### src/sv/pdaf_pkg.sv
// pdaf_pkg: widths, register indexes and sequencer states of the ppg derivative artifact filter
// used by the channel interfaces, the divider and the top level; depends on nothing
`timescale 1ns / 1ps
`default_nettype none

package pdaf_pkg;

	// sample and fixed point format
	localparam int SAMPLE_BITS = 18;
	localparam int FRAC_BITS   = 16;
	localparam int AVG_BITS    = 24;
	localparam int COUNT_BITS  = 32;

	// derivative quotient: sample difference shifted up by the fraction bits
	localparam int QUOT_BITS = SAMPLE_BITS + FRAC_BITS;
	localparam int EXT_BITS  = QUOT_BITS + AVG_BITS;
	localparam logic [AVG_BITS-1:0] AVG_MAX = {AVG_BITS{1'b1}};

	// configuration register widths
	localparam int MIN_NORM_BITS = 24;
	localparam int FACTOR_BITS   = 8;
	localparam int ALPHA_FRAC    = 16;
	localparam int ALPHA_BITS    = ALPHA_FRAC + 1;
	localparam logic [ALPHA_BITS-1:0] ALPHA_ONE = ALPHA_BITS'(1) << ALPHA_FRAC;

	// shared multiplier: average or derivative times factor or weight
	localparam int MUL_A_BITS = AVG_BITS;
	localparam int MUL_B_BITS = ALPHA_BITS;
	localparam int PROD_BITS  = MUL_A_BITS + MUL_B_BITS;
	localparam int SUM_BITS   = PROD_BITS + 1;
	localparam logic [SUM_BITS-1:0] ROUND_HALF = SUM_BITS'(1) << (ALPHA_FRAC - 1);

	// configuration port
	localparam int CFG_INDEX_BITS = 2;
	localparam int CFG_DATA_BITS  = 24;

	typedef enum logic [CFG_INDEX_BITS-1:0] {
		REG_MIN_NORM     = 2'd0,
		REG_DERIV_FACTOR = 2'd1,
		REG_EMA_ALPHA    = 2'd2
	} cfg_reg_t;

	// sequencer states
	typedef enum logic [2:0] {
		ST_IDLE,
		ST_DIV,
		ST_THR,
		ST_CMP,
		ST_EMA1,
		ST_EMA2,
		ST_EMA3,
		ST_OUT
	} seq_state_t;

endpackage : pdaf_pkg

`default_nettype wire

### src/sv/pdaf_if.sv
// pdaf_if: valid/ready channel interfaces for sample pairs, results and register writes
// depends on pdaf_pkg for the payload widths
`timescale 1ns / 1ps
`default_nettype none

interface pdaf_in_if;
	import pdaf_pkg::*;

	logic                   valid;
	logic                   ready;
	logic [SAMPLE_BITS-1:0] ir_sample;
	logic [SAMPLE_BITS-1:0] red_sample;

	modport source (output valid, output ir_sample, output red_sample, input ready);
	modport sink   (input valid, input ir_sample, input red_sample, output ready);
endinterface : pdaf_in_if

interface pdaf_out_if;
	import pdaf_pkg::*;

	logic                   valid;
	logic                   ready;
	logic [SAMPLE_BITS-1:0] ir_clean;
	logic [SAMPLE_BITS-1:0] red_clean;
	logic                   is_artifact;
	logic [COUNT_BITS-1:0]  artifact_total;

	modport source (output valid, output ir_clean, output red_clean, output is_artifact,
		output artifact_total, input ready);
	modport sink   (input valid, input ir_clean, input red_clean, input is_artifact,
		input artifact_total, output ready);
endinterface : pdaf_out_if

interface pdaf_cfg_if;
	import pdaf_pkg::*;

	logic                      valid;
	logic                      ready;
	logic [CFG_INDEX_BITS-1:0] index;
	logic [CFG_DATA_BITS-1:0]  data;

	modport source (output valid, output index, output data, input ready);
	modport sink   (input valid, input index, input data, output ready);
endinterface : pdaf_cfg_if

`default_nettype wire

### src/sv/pdaf_div.sv
// pdaf_div: restoring divider, one quotient bit per cycle
// depends on pdaf_pkg for the numerator and denominator widths
`timescale 1ns / 1ps
`default_nettype none

module pdaf_div (
	input  wire                             clk,
	input  wire                             arst_n,
	input  wire                             start,
	input  wire [pdaf_pkg::QUOT_BITS-1:0]   numer,
	input  wire [pdaf_pkg::SAMPLE_BITS-1:0] denom,
	output logic                            done,
	output logic [pdaf_pkg::QUOT_BITS-1:0]  quot
);
	import pdaf_pkg::*;

	localparam int CNT_BITS = $clog2(QUOT_BITS);
	localparam logic [CNT_BITS-1:0] LAST_STEP = CNT_BITS'(QUOT_BITS - 1);

	logic                   busy_q;
	logic                   done_q;
	logic [CNT_BITS-1:0]    cnt_q;
	logic [QUOT_BITS-1:0]   work_q;
	logic [SAMPLE_BITS:0]   rem_q;
	logic [SAMPLE_BITS-1:0] den_q;
	logic [SAMPLE_BITS:0]   rem_sh;
	logic [SAMPLE_BITS:0]   rem_sub;
	logic                   fits;

	// trial subtract of the shifted remainder
	always_comb begin
		rem_sh  = {rem_q[SAMPLE_BITS-1:0], work_q[QUOT_BITS-1]};
		fits    = rem_sh >= {1'b0, den_q};
		rem_sub = rem_sh - {1'b0, den_q};
	end

	// step counter and completion pulse
	always_ff @(posedge clk or negedge arst_n) begin
		if (!arst_n) begin
			busy_q <= 1'b0;
			done_q <= 1'b0;
			cnt_q  <= '0;
		end else begin
			done_q <= 1'b0;
			if (start) begin
				busy_q <= 1'b1;
				cnt_q  <= '0;
			end else if (busy_q) begin
				cnt_q <= cnt_q + 1'b1;
				if (cnt_q == LAST_STEP) begin
					busy_q <= 1'b0;
					done_q <= 1'b1;
				end
			end
		end
	end

	// numerator shifts out as quotient bits shift in
	always_ff @(posedge clk) begin
		if (start) begin
			work_q <= numer;
			den_q  <= denom;
			rem_q  <= '0;
		end else if (busy_q) begin
			work_q <= {work_q[QUOT_BITS-2:0], fits};
			rem_q  <= fits ? rem_sub : rem_sh;
		end
	end

	assign done = done_q;
	assign quot = work_q;

endmodule : pdaf_div

`default_nettype wire

### src/sv/ppg_derivative_artifact_filter_unit.sv
// ppg_derivative_artifact_filter_unit: top level of the optical sample artifact filter
// depends on pdaf_pkg, pdaf_if and pdaf_div
//
// Usage
//   samples : infrared/red pair in, valid/ready; a transfer is taken only when the
//             sequencer is idle
//   results : one result per sample pair: the pair passed on (or the held pair when
//             the sample is rejected), the artifact flag and the running artifact total
//   cfg     : register writes (0 min_norm, 1 deriv_factor, 2 ema_alpha), always ready;
//             other indexes are dropped; write only while no sample is in flight
// Timing
//   the first pair after reset goes straight to the output state; every later pair
//   runs through the bit-serial divider and then the shared multiplier for the threshold
//   and, for a clean sample only, the average update (DIV, THR, CMP, EMA1-EMA3, OUT);
//   the sequencer is back in idle to take the next pair in the same cycle that the result
//   appears; when results are not stalled, the divider sets the rate
// Reset and stalls
//   reset clears the held pair, the running average, the artifact counter and the
//   registers to their defaults; a stalled result sits in the output register and the
//   sequencer waits with the next result until it has gone
`timescale 1ns / 1ps
`default_nettype none

module ppg_derivative_artifact_filter_unit (
	input  wire        clk,
	input  wire        arst_n,
	pdaf_in_if.sink    samples,
	pdaf_out_if.source results,
	pdaf_cfg_if.sink   cfg
);
	import pdaf_pkg::*;

	// configuration registers
	logic [MIN_NORM_BITS-1:0] min_norm_q;
	logic [FACTOR_BITS-1:0]   factor_q;
	logic [ALPHA_BITS-1:0]    alpha_q;

	// filter state
	seq_state_t             state_q, state_d;
	logic                   have_prev_q;
	logic [SAMPLE_BITS-1:0] held_ir_q;
	logic [SAMPLE_BITS-1:0] held_red_q;
	logic [AVG_BITS-1:0]    avg_q;
	logic [COUNT_BITS-1:0]  cnt_q;

	// working registers
	logic [SAMPLE_BITS-1:0] ir_q;
	logic [SAMPLE_BITS-1:0] red_q;
	logic [AVG_BITS-1:0]    x_q;
	logic [PROD_BITS-1:0]   prod_q;
	logic [PROD_BITS-1:0]   acc_q;
	logic                   flag_q;

	// output register
	logic                   out_valid_q;
	logic [SAMPLE_BITS-1:0] out_ir_q;
	logic [SAMPLE_BITS-1:0] out_red_q;
	logic                   out_flag_q;
	logic [COUNT_BITS-1:0]  out_cnt_q;

	// control
	logic                   in_xfer;
	logic                   out_xfer;
	logic                   out_load;
	logic                   div_start;
	logic                   div_done;
	logic [QUOT_BITS-1:0]   div_quot;
	logic [SAMPLE_BITS-1:0] diff;
	logic [SAMPLE_BITS-1:0] denom;
	logic [EXT_BITS-1:0]    quot_ext;
	logic [AVG_BITS-1:0]    x_sat;
	logic [ALPHA_BITS-1:0]  alpha_eff;
	logic [MUL_A_BITS-1:0]  mul_a;
	logic [MUL_B_BITS-1:0]  mul_b;
	logic [PROD_BITS-1:0]   thr;
	logic                   artifact;
	logic [SUM_BITS-1:0]    ema_sum;

	assign in_xfer  = samples.valid && samples.ready;
	assign out_xfer = results.valid && results.ready;

	// configuration writes
	assign cfg.ready = 1'b1;

	always_ff @(posedge clk or negedge arst_n) begin
		if (!arst_n) begin
			min_norm_q <= MIN_NORM_BITS'(5243);
			factor_q   <= FACTOR_BITS'(10);
			alpha_q    <= ALPHA_BITS'(3277);
		end else if (cfg.valid) begin
			case (cfg.index)
				REG_MIN_NORM:     min_norm_q <= cfg.data[MIN_NORM_BITS-1:0];
				REG_DERIV_FACTOR: factor_q   <= cfg.data[FACTOR_BITS-1:0];
				REG_EMA_ALPHA:    alpha_q    <= cfg.data[ALPHA_BITS-1:0];
				default:          ;
			endcase
		end
	end

	// divider operands straight from the incoming pair
	always_comb begin
		diff  = (samples.ir_sample >= held_ir_q) ? samples.ir_sample - held_ir_q
			: held_ir_q - samples.ir_sample;
		denom = (held_ir_q == '0) ? SAMPLE_BITS'(1) : held_ir_q;
	end

	assign div_start = in_xfer && have_prev_q;

	pdaf_div u_div (
		.clk    (clk),
		.arst_n (arst_n),
		.start  (div_start),
		.numer  ({diff, {FRAC_BITS{1'b0}}}),
		.denom  (denom),
		.done   (div_done),
		.quot   (div_quot)
	);

	// saturate the quotient to the average width
	always_comb begin
		quot_ext = EXT_BITS'(div_quot);
		x_sat    = (quot_ext > EXT_BITS'(AVG_MAX)) ? AVG_MAX : quot_ext[AVG_BITS-1:0];
	end

	// shared multiplier operand selection
	always_comb begin
		alpha_eff = alpha_q[ALPHA_FRAC] ? ALPHA_ONE : alpha_q;
		mul_a     = avg_q;
		mul_b     = MUL_B_BITS'(factor_q);
		case (state_q)
			ST_EMA1: begin
				mul_b = ALPHA_ONE - alpha_eff;
			end
			ST_EMA2: begin
				mul_a = x_q;
				mul_b = alpha_eff;
			end
			default: ;
		endcase
	end

	// threshold compare and rounded average
	always_comb begin
		thr      = (prod_q < PROD_BITS'(min_norm_q)) ? PROD_BITS'(min_norm_q) : prod_q;
		artifact = PROD_BITS'(x_q) > thr;
		ema_sum  = SUM_BITS'(acc_q) + SUM_BITS'(prod_q) + ROUND_HALF;
	end

	// sequencer next state
	always_comb begin
		state_d  = state_q;
		out_load = 1'b0;
		case (state_q)
			ST_IDLE: begin
				if (in_xfer) state_d = have_prev_q ? ST_DIV : ST_OUT;
			end
			ST_DIV: begin
				if (div_done) state_d = ST_THR;
			end
			ST_THR:  state_d = ST_CMP;
			ST_CMP:  state_d = artifact ? ST_OUT : ST_EMA1;
			ST_EMA1: state_d = ST_EMA2;
			ST_EMA2: state_d = ST_EMA3;
			ST_EMA3: state_d = ST_OUT;
			ST_OUT: begin
				if (!out_valid_q || results.ready) begin
					out_load = 1'b1;
					state_d  = ST_IDLE;
				end
			end
			default: state_d = ST_IDLE;
		endcase
	end

	always_ff @(posedge clk or negedge arst_n) begin
		if (!arst_n) state_q <= ST_IDLE;
		else         state_q <= state_d;
	end

	assign samples.ready = (state_q == ST_IDLE);

	// filter state updates
	always_ff @(posedge clk or negedge arst_n) begin
		if (!arst_n) begin
			have_prev_q <= 1'b0;
			held_ir_q   <= '0;
			held_red_q  <= '0;
			avg_q       <= '0;
			cnt_q       <= '0;
			flag_q      <= 1'b0;
		end else begin
			case (state_q)
				ST_IDLE: begin
					flag_q <= 1'b0;
					if (in_xfer && !have_prev_q) begin
						have_prev_q <= 1'b1;
						held_ir_q   <= samples.ir_sample;
						held_red_q  <= samples.red_sample;
					end
				end
				ST_DIV: begin
					// seed an empty average with the first derivative
					if (div_done && avg_q == '0) avg_q <= x_sat;
				end
				ST_CMP: begin
					if (artifact) begin
						flag_q <= 1'b1;
						cnt_q  <= cnt_q + 1'b1;
					end
				end
				ST_EMA3: begin
					avg_q      <= ema_sum[ALPHA_FRAC +: AVG_BITS];
					held_ir_q  <= ir_q;
					held_red_q <= red_q;
				end
				default: ;
			endcase
		end
	end

	// payload and arithmetic registers
	always_ff @(posedge clk) begin
		if (in_xfer) begin
			ir_q  <= samples.ir_sample;
			red_q <= samples.red_sample;
		end
		if (div_done) x_q <= x_sat;
		if (state_q == ST_THR || state_q == ST_EMA1 || state_q == ST_EMA2) begin
			prod_q <= mul_a * mul_b;
		end
		if (state_q == ST_EMA2) acc_q <= prod_q;
	end

	// output register
	always_ff @(posedge clk or negedge arst_n) begin
		if (!arst_n) begin
			out_valid_q <= 1'b0;
		end else if (out_load) begin
			out_valid_q <= 1'b1;
		end else if (out_xfer) begin
			out_valid_q <= 1'b0;
		end
	end

	always_ff @(posedge clk) begin
		if (out_load) begin
			out_ir_q   <= held_ir_q;
			out_red_q  <= held_red_q;
			out_flag_q <= flag_q;
			out_cnt_q  <= cnt_q;
		end
	end

	assign results.valid          = out_valid_q;
	assign results.ir_clean       = out_ir_q;
	assign results.red_clean      = out_red_q;
	assign results.is_artifact    = out_flag_q;
	assign results.artifact_total = out_cnt_q;

	// divider only completes while the sequencer waits for it
	a_div_done_in_div: assert property (@(posedge clk) disable iff (!arst_n)
		div_done |-> state_q == ST_DIV)
		else $error("divider completed outside the divide state");

	// the counter moves only on a rejected sample
	a_cnt_only_on_artifact: assert property (@(posedge clk) disable iff (!arst_n)
		!(state_q == ST_CMP && artifact) |=> $stable(cnt_q))
		else $error("artifact counter changed without an artifact");

	// the average moves only when seeded or updated
	a_avg_stable: assert property (@(posedge clk) disable iff (!arst_n)
		(state_q != ST_DIV && state_q != ST_EMA3) |=> $stable(avg_q))
		else $error("running average changed outside seed or update");

	// a result is never overwritten before its transfer
	a_no_overwrite: assert property (@(posedge clk) disable iff (!arst_n)
		(out_valid_q && !results.ready && state_q == ST_OUT) |=> state_q == ST_OUT)
		else $error("result register reloaded while stalled");

endmodule : ppg_derivative_artifact_filter_unit

`default_nettype wire

### src/flat_wrapper.sv
// flat-port wrapper written by rule: the top's interface ports become plain ports
module ppg_derivative_artifact_filter_unit_flat import pdaf_pkg::*;
  (clk, arst_n, samples_valid, samples_ir_sample, samples_red_sample, samples_ready, results_valid, results_ir_clean, results_red_clean, results_is_artifact, results_artifact_total, results_ready, cfg_valid, cfg_index, cfg_data, cfg_ready);
  pdaf_in_if samples_i ();
  pdaf_out_if results_i ();
  pdaf_cfg_if cfg_i ();
  input  wire clk;
  input  wire arst_n;
  input wire logic [$bits(samples_i.valid)-1:0] samples_valid;
  input wire logic [$bits(samples_i.ir_sample)-1:0] samples_ir_sample;
  input wire logic [$bits(samples_i.red_sample)-1:0] samples_red_sample;
  output wire logic [$bits(samples_i.ready)-1:0] samples_ready;
  output wire logic [$bits(results_i.valid)-1:0] results_valid;
  output wire logic [$bits(results_i.ir_clean)-1:0] results_ir_clean;
  output wire logic [$bits(results_i.red_clean)-1:0] results_red_clean;
  output wire logic [$bits(results_i.is_artifact)-1:0] results_is_artifact;
  output wire logic [$bits(results_i.artifact_total)-1:0] results_artifact_total;
  input wire logic [$bits(results_i.ready)-1:0] results_ready;
  input wire logic [$bits(cfg_i.valid)-1:0] cfg_valid;
  input wire logic [$bits(cfg_i.index)-1:0] cfg_index;
  input wire logic [$bits(cfg_i.data)-1:0] cfg_data;
  output wire logic [$bits(cfg_i.ready)-1:0] cfg_ready;
  assign samples_i.valid = samples_valid;
  assign samples_i.ir_sample = samples_ir_sample;
  assign samples_i.red_sample = samples_red_sample;
  assign samples_ready = samples_i.ready;
  assign results_valid = results_i.valid;
  assign results_ir_clean = results_i.ir_clean;
  assign results_red_clean = results_i.red_clean;
  assign results_is_artifact = results_i.is_artifact;
  assign results_artifact_total = results_i.artifact_total;
  assign results_i.ready = results_ready;
  assign cfg_i.valid = cfg_valid;
  assign cfg_i.index = cfg_index;
  assign cfg_i.data = cfg_data;
  assign cfg_ready = cfg_i.ready;
  ppg_derivative_artifact_filter_unit u_core (.clk(clk), .arst_n(arst_n), .samples(samples_i), .results(results_i), .cfg(cfg_i));
endmodule
### config.mk
export PLATFORM = sky130hd
export DESIGN_NAME = ppg_derivative_artifact_filter_unit_flat
export DESIGN_NICKNAME = d
export VERILOG_FILES = /design/src/sv/pdaf_pkg.sv /design/src/sv/pdaf_if.sv /design/src/sv/pdaf_div.sv /design/src/sv/ppg_derivative_artifact_filter_unit.sv /design/src/flat_wrapper.sv
export SDC_FILE = /design/constraint.sdc
export NUM_CORES = 2
export LEC_CHECK = 0
export BUFFER_PORTS_ARGS = -buffer_cell sky130_fd_sc_hd__buf_2
export CORE_MARGIN = 5
export CORE_UTILIZATION = 45
export DETAILED_ROUTE_END_ITERATION = 16
export PLACE_DENSITY = 0.71
export SETUP_SLACK_MARGIN = 0.2
export SLEW_MARGIN = 20
export SYNTH_ARGS = -nofsm -noshare
export SYNTH_HDL_FRONTEND = slang
export SYNTH_SLANG_ARGS = --single-unit
### constraint.sdc
create_clock -name clk -period 11.1 [get_ports clk]
set_input_delay 0.555 -clock clk [delete_from_list [all_inputs] [get_ports clk]]
set_output_delay 0.555 -clock clk [all_outputs]
set_load 0.005 [all_outputs]
Word level (Yosys, flattened, before mapping):

Index checks and enable logic that the tools add are counted.

* eq/ne operators: 16
* $lt $le $gt $ge: 5
* reduce and logical (&&, ||, !) cells: 28
* add/sub/neg operators: 8
* multiplexer cells: 35
* $mul: 1

Operators with widths (number)
* two-way mux 18 bit: 4
* two-way mux 24 bit: 3
* case mux 18 bit (2 select lines): 2
* two-way mux 34 bit: 2
* subtractor 18 bit: 3
* case mux 24 bit (2 select lines): 1
* > comparator 24 x 41 -> 1 bit: 1
* less-than comparator 41 x 24 -> 1 bit: 1
* multiplier 24 x 17 -> 41 bit: 1
* two-way mux 41 bit: 1
* adder 40 x 16 -> 40 bit, second input constant: 1
* adder 40 bit: 1
* > comparator 34 x 24 -> 1 bit, second input constant: 1
* case mux 17 bit (2 select lines): 1
* adder 32 x 1 -> 32 bit, second input constant: 1
* zero test 24 bit: 1
* case mux 3 bit (8 select lines): 1
* greater-or-equal comparator 19 x 18 -> 1 bit: 1
* greater-or-equal comparator 18 bit: 1
* zero test 18 bit: 1
* two-way mux 17 bit: 1
* subtractor 17 bit, first input constant: 1
* AND reduction 2 bit: 8
* == test 3 bit, second input constant: 4
* other kinds (20): 50

* flip-flop bits (word level): 435
* logic and storage cells: 120
* input bits: 67

Longest topological paths before layout:

* word-level depth: 5
* mapped depth: 35
* gate-level depth less buffers: 32

By module:

A second synthesis with hierarchy kept.

* cells, all modules: 3558
* area total of the unflattened synthesis: 35626.7 sq um

Modules (own cells, without submodules)
* ppg_derivative_artifact_filter_unit: seq. area each 10005.8 sq um, area an instance 31617.8 sq um, times used 1, cells an instance 3221
* pdaf_div: seq. area each 2122.0 sq um, area an instance 4008.8 sq um, times used 1, cells an instance 337

Worst setup path after synthesis:

No wires, ideal clock.

* path type: register to register
* start point: register u_core.alpha_q[16]
* end point: register u_core.prod_q[36], data pin
* data arrival time: 7.631 ns
* period minus slack after synthesis: 7.895 ns
* library setup time: 0.264 ns
* slack: 3.205 ns
* cell stages (with the launch flop): 33
* path through: dfrtp_1 inv_1 clkbuf_1 nand2_1 ha_1 o21ai_0 nor2_1 o21ai_0 o21ai_0 o21ai_0 or2_2 clkbuf_1 clkbuf_1 nor2_1 fa_1 fa_1 fa_1 fa_1 fa_1 inv_1 fa_1 inv_1 ha_1 clkbuf_1 a21o_1 a21o_1 a221oi_1 nor2_1 o311ai_1 nand2_1 a21o_1 a211oi_1 nor3_1

* longest elaborated chain between the ends: 4

Ends and longest elaborated chain
* start: declaration: RTL line ppg_derivative_artifact_filter_unit.sv:36 `logic [ALPHA_BITS-1:0] alpha_q;`
* start signal: assignment: RTL line ppg_derivative_artifact_filter_unit.sv:94 `REG_EMA_ALPHA: alpha_q <= cfg.data[ALPHA_BITS-1:0];`
* two-way mux 17 bit *: RTL line ppg_derivative_artifact_filter_unit.sv:127 `alpha_eff = alpha_q[ALPHA_FRAC] ? ALPHA_ONE : alpha_q;`
* subtractor 17 bit: RTL line ppg_derivative_artifact_filter_unit.sv:132 `mul_b = ALPHA_ONE - alpha_eff;`
* case mux 17 bit (2 select lines) *: RTL line ppg_derivative_artifact_filter_unit.sv:130 `case (state_q)`
* multiplier 24 x 17 -> 41 bit *: RTL line ppg_derivative_artifact_filter_unit.sv:229 `prod_q <= mul_a * mul_b;`
* end signal: assignment: RTL line ppg_derivative_artifact_filter_unit.sv:229
* end: declaration: RTL line ppg_derivative_artifact_filter_unit.sv:50 `logic [PROD_BITS-1:0] prod_q;`

Mark *: on every way between the ends. The rest lies on a longest branch, timed or not.
A chain may end at the register's enable or synchronous reset.

Worst setup path after layout:

* start point: register u_core.alpha_q[16]
* end point: register u_core.prod_q[32], data pin

Same word-level chain as after synthesis.

==> results.md <==
Worst setup path:
- STA classifies the critical path startpoint as a flip-flop.
- Of all nets on the critical path, the largest fanout is 16.
- The endpoint kind of the worst setup timing path is a flip-flop.
- The critical path contains buffers and inverters numbering 4 combined.
- The cell that appears most often on the critical path is sky130_fd_sc_hd__fa_1.
- The slowest cell on the critical path is sky130_fd_sc_hd__a2111oi_1.
- The type of the setup path with the least slack is flip-flop to flip-flop.
- At the worst endpoint, the required time is 11.40 ns.
- The kind of cell adding the most delay to the critical path is adder cells.
- For this run, the slowest stage of the critical path takes 0.86 ns.
- The endpoint arrival time on the critical path is 9.65 ns.

STA:
- Setup repair after global routing left no endpoint under its margin.
- Setup violations remaining at the end of the flow were counted as 0.
- The final cycle utilization of the critical path is 84.2%.
- The worst-case clock skew is 0.0443 ns.
- At the pin with the least slew margin, the transition time is 1.18 ns.
- Subtracting the final worst setup slack from the clock period gives 9.35 ns.
- The achievable frequency is 107 MHz.
- The final total negative setup slack is 0 ns.
- In this run the tightest slew margin relative to its limit is 21.0%.
- The final hold violation count is 0.
- The count of pins over their slew limit is 0.

Floorplanning:
- The standard-cell row count is 103.
- The starting density of the core is 45.2%.
- The horizontal die dimension is 292 um.
- The floorplan step defined a core boundary enclosing 0.0789 mm2.
- The die footprint is 0.0850 mm2.
- The die height is 292 um.
- 139 I/O pins were placed.

Routing:
- The routed via count is 26500.
- Using the TritonRoute via totals, the vias-per-cell ratio works out to 5.54.
- The DRC violations left is 0.
- The first routing iteration left 2192 violations.
- The length of the first detailed-routing pass in iterations is 6.
- The wire length after detailed routing is 93800 um.
- After detailed routing, the average wire length per cell comes to 19.6 um.
- The post-route antenna net violation count is 0.

Synthesis:
- In the synthesized netlist the async set-or-reset flop fraction comes to 35.6%.
- Among all flip-flop cells after synthesis, the most frequent one is sky130_fd_sc_hd__edfxtp_1.
- For this run, the number of Yosys warnings is 0.
- The count of state elements after synthesis is 435.
- The cell type contributing the most total cell area after synthesis is sky130_fd_sc_hd__edfxtp_1.
- Yosys attributes the largest share of cell area to sky130_fd_sc_hd__edfxtp_1 (21%), sky130_fd_sc_hd__fa_1 (19%), sky130_fd_sc_hd__ha_1 (10%), sky130_fd_sc_hd__dfrtp_1 (9.7%), sky130_fd_sc_hd__inv_1 (5.5%).
- The portion of the post-synthesis area used by sequential elements is 33.5%.
- The share of synthesized cell area in full adder, half adder and majority cells is 28.9%.
- The count of mapped cells out of synthesis is 3618.
- The number of enable flip-flop cells after synthesis is 246.
- After synthesis, the largest area contributor takes up 20.7% of total cell area.
- By area, the combinational part of the netlist is dominated by adder cells.
- The synthesized netlist occupies a cell area of 0.0357 mm2.
- The synthesized netlist devotes 13.1% of its cell area to simple gates.
- The average instance in the mapped netlist occupies 9.86 um2.
- The area fraction in compound gates after synthesis is 10.2%.
- Synthesis produced a netlist with a net count of 4311.
- The most frequently used cell type in the post-synthesis netlist is sky130_fd_sc_hd__inv_1.
- The count of distinct cell types in the synthesized netlist is 78.
- After Yosys synthesis, XOR and XNOR cells account for 2.95% of the synthesized area.
- The commonest cells after synthesis are sky130_fd_sc_hd__inv_1 (519), sky130_fd_sc_hd__nand2_1 (470), sky130_fd_sc_hd__fa_1 (332).
- The multiplexer share of the synthesized area is 4.08%.

Clock network:
- For this design, the sink count on the clock tree is 435.
- The post-CTS setup buffer count is 0.
- The total clock buffers created by CTS is 45.
- Counting along the longest clock path gives a buffer depth of 3.
- The H-tree was split into 2 levels.
- The clock latency of the later-clocked register in the worst-skew pair is 0.59 ns.
- Clock-pin slew was measured on the worst setup and hold paths at 0.06 ns.
- TritonCTS built the clock tree.
- The root buffer cell is sky130_fd_sc_hd__clkbuf_16.

Global routing:
- The first global-routing pass estimated 149000 um of wire.
- Entering global routing, the biggest net connects 78 pins.
- Global routing used 21.8% of the available tracks across all layers.
- The overall overflow remaining after global route is 0.
- The number of antenna violations at the first check in global routing was 3.
- The number of global-route vias before repair is 26500.

Placed design:
- The half-perimeter wire length of the detailed placement result is 72200 um.
- The congestion estimate from routability-driven global placement came to 0.995.
- The number of port buffers is 137.

Min path:
- The worst hold-check path type is input port to flip-flop.

Layout:
- The fraction of layout instances using a drive strength above 1 is 10.0%.
- In the final layout, flip-flops and latches occupy 0.0120 mm2.
- After filler insertion, the fill cell instance count of the layout stands at 7217.
- The post-layout net count is 4384.
- The area growth from synthesis to layout is 9.60%.
- The total area of multi-input combinational cells is 0.0213 mm2.

Job:
- The count of maximum capacitance violations is 0.

Run status:
- The flow ran to the end, and the final reports show no timing, DRC or antenna violations.
==> final cells by class <==
| class | instances | share of cell area, % |
|---|---|---|
| diodes | 1 | 0.00640 |
| clock buffers | 56 | 3.14 |
| clock inverters | 28 | 0.985 |
| inverters | 519 | 4.98 |
| multi-input cells | 2514 | 54.4 |
| flip-flops and latches | 435 | 30.6 |
| well taps | 1050 | 3.36 |
| repair buffers | 176 | 2.52 |
==> stage by stage <==
| step | hold slack (ns) | std cells | setup WS, ns | util [%] | area (um2) |
|---|---|---|---|---|---|
| 2_1_floorplan | 0.259 | 3618 | 3.20 | - | 35700 |
| 3_3_place_gp | 0.431 | 4693 | 2.19 | 47.5 | 37500 |
| 3_5_place_dp | 0.432 | 4693 | 1.99 | 47.5 | 37500 |
| 4_1_cts | 0.154 | 4778 | 1.92 | 49.6 | 39100 |
| 5_1_grt | 0.155 | 4779 | 1.23 | 49.6 | 39100 |
| 6_report | 0.181 | 4779 | 1.75 | 49.6 | 39100 |
==> flip-flops by register name (all words and copies together) (netlist names), 18 cells and up <==
name / count
u_core.results.artifact_total: 32
u_core.u_div.quot: 34
u_core.held_red_q: 18
u_core.u_div.rem_q: 18
u_core.u_div.den_q: 18
u_core.ir_q: 18
u_core.red_q: 18
u_core.acc_q: 40
u_core.min_norm_q: 24
u_core.cnt_q: 32
u_core.results.ir_clean: 18
u_core.held_ir_q: 18
u_core.results.red_clean: 18
u_core.x_q: 24
u_core.prod_q: 41
u_core.avg_q: 24
==> cells by family after synthesis <==
family | after synthesis
flops | 435
buf+inv | 669
simple gates | 1042
fa+ha+maj | 626
mux | 138
xor+xnor | 120
other cells | 1
compound gates | 587
==> layout by cell type, fill, tap and decap left out, types with 74 or more instances in the layout <==
master,count
sky130_fd_sc_hd__dfrtp_1,137
sky130_fd_sc_hd__a21oi_1,165
sky130_fd_sc_hd__fa_1,332
sky130_fd_sc_hd__nand2_1,469
sky130_fd_sc_hd__mux2i_1,82
sky130_fd_sc_hd__inv_1,518
sky130_fd_sc_hd__o21ai_0,131
sky130_fd_sc_hd__a21o_1,74
sky130_fd_sc_hd__xnor2_1,88
sky130_fd_sc_hd__nor2_1,250
sky130_fd_sc_hd__edfxtp_1,246
sky130_fd_sc_hd__buf_2,136
sky130_fd_sc_hd__ha_1,294
==> routing by layer <==
metal  routed length, um  part of all wire (%)  up-vias  GRT usage [%]
li1                    -                     -    12200              -
met1               40100                    43    13200           30.5
met2               43500                    46      897           34.9
met3                6140                   6.5      221           3.41
met4                4080                   4.3        4           7.99
met5                  14                 0.015        -              0
==> worst paths after layout <==
kind	endpoint	cells after the start	from	slack, ns
setup / recovery	u_core.prod_q[32]	28	u_core.alpha_q[16]	1.75
hold / removal	u_core.red_q[1]	1	samples_red_sample[1]	0.18
setup reg to reg	u_core.prod_q[32]	28	u_core.alpha_q[16]	1.75
hold reg to reg	u_core.results.red_clean[8]	0	u_core.held_red_q[8]	0.44
max in group asynchronous	u_core.min_norm_q[17]	4	arst_n	8.63
min in group asynchronous	u_core.held_ir_q[11]	2	arst_n	0.49
==> timing repair <==
action                                 CTS  global route
resized for setup                        0             0
hold buffers                             1             0
endpoints found under the hold margin   38             0
Power is not shown: default switching activity piles up to over one toggle a cycle in this logic, so the estimate is an artifact.
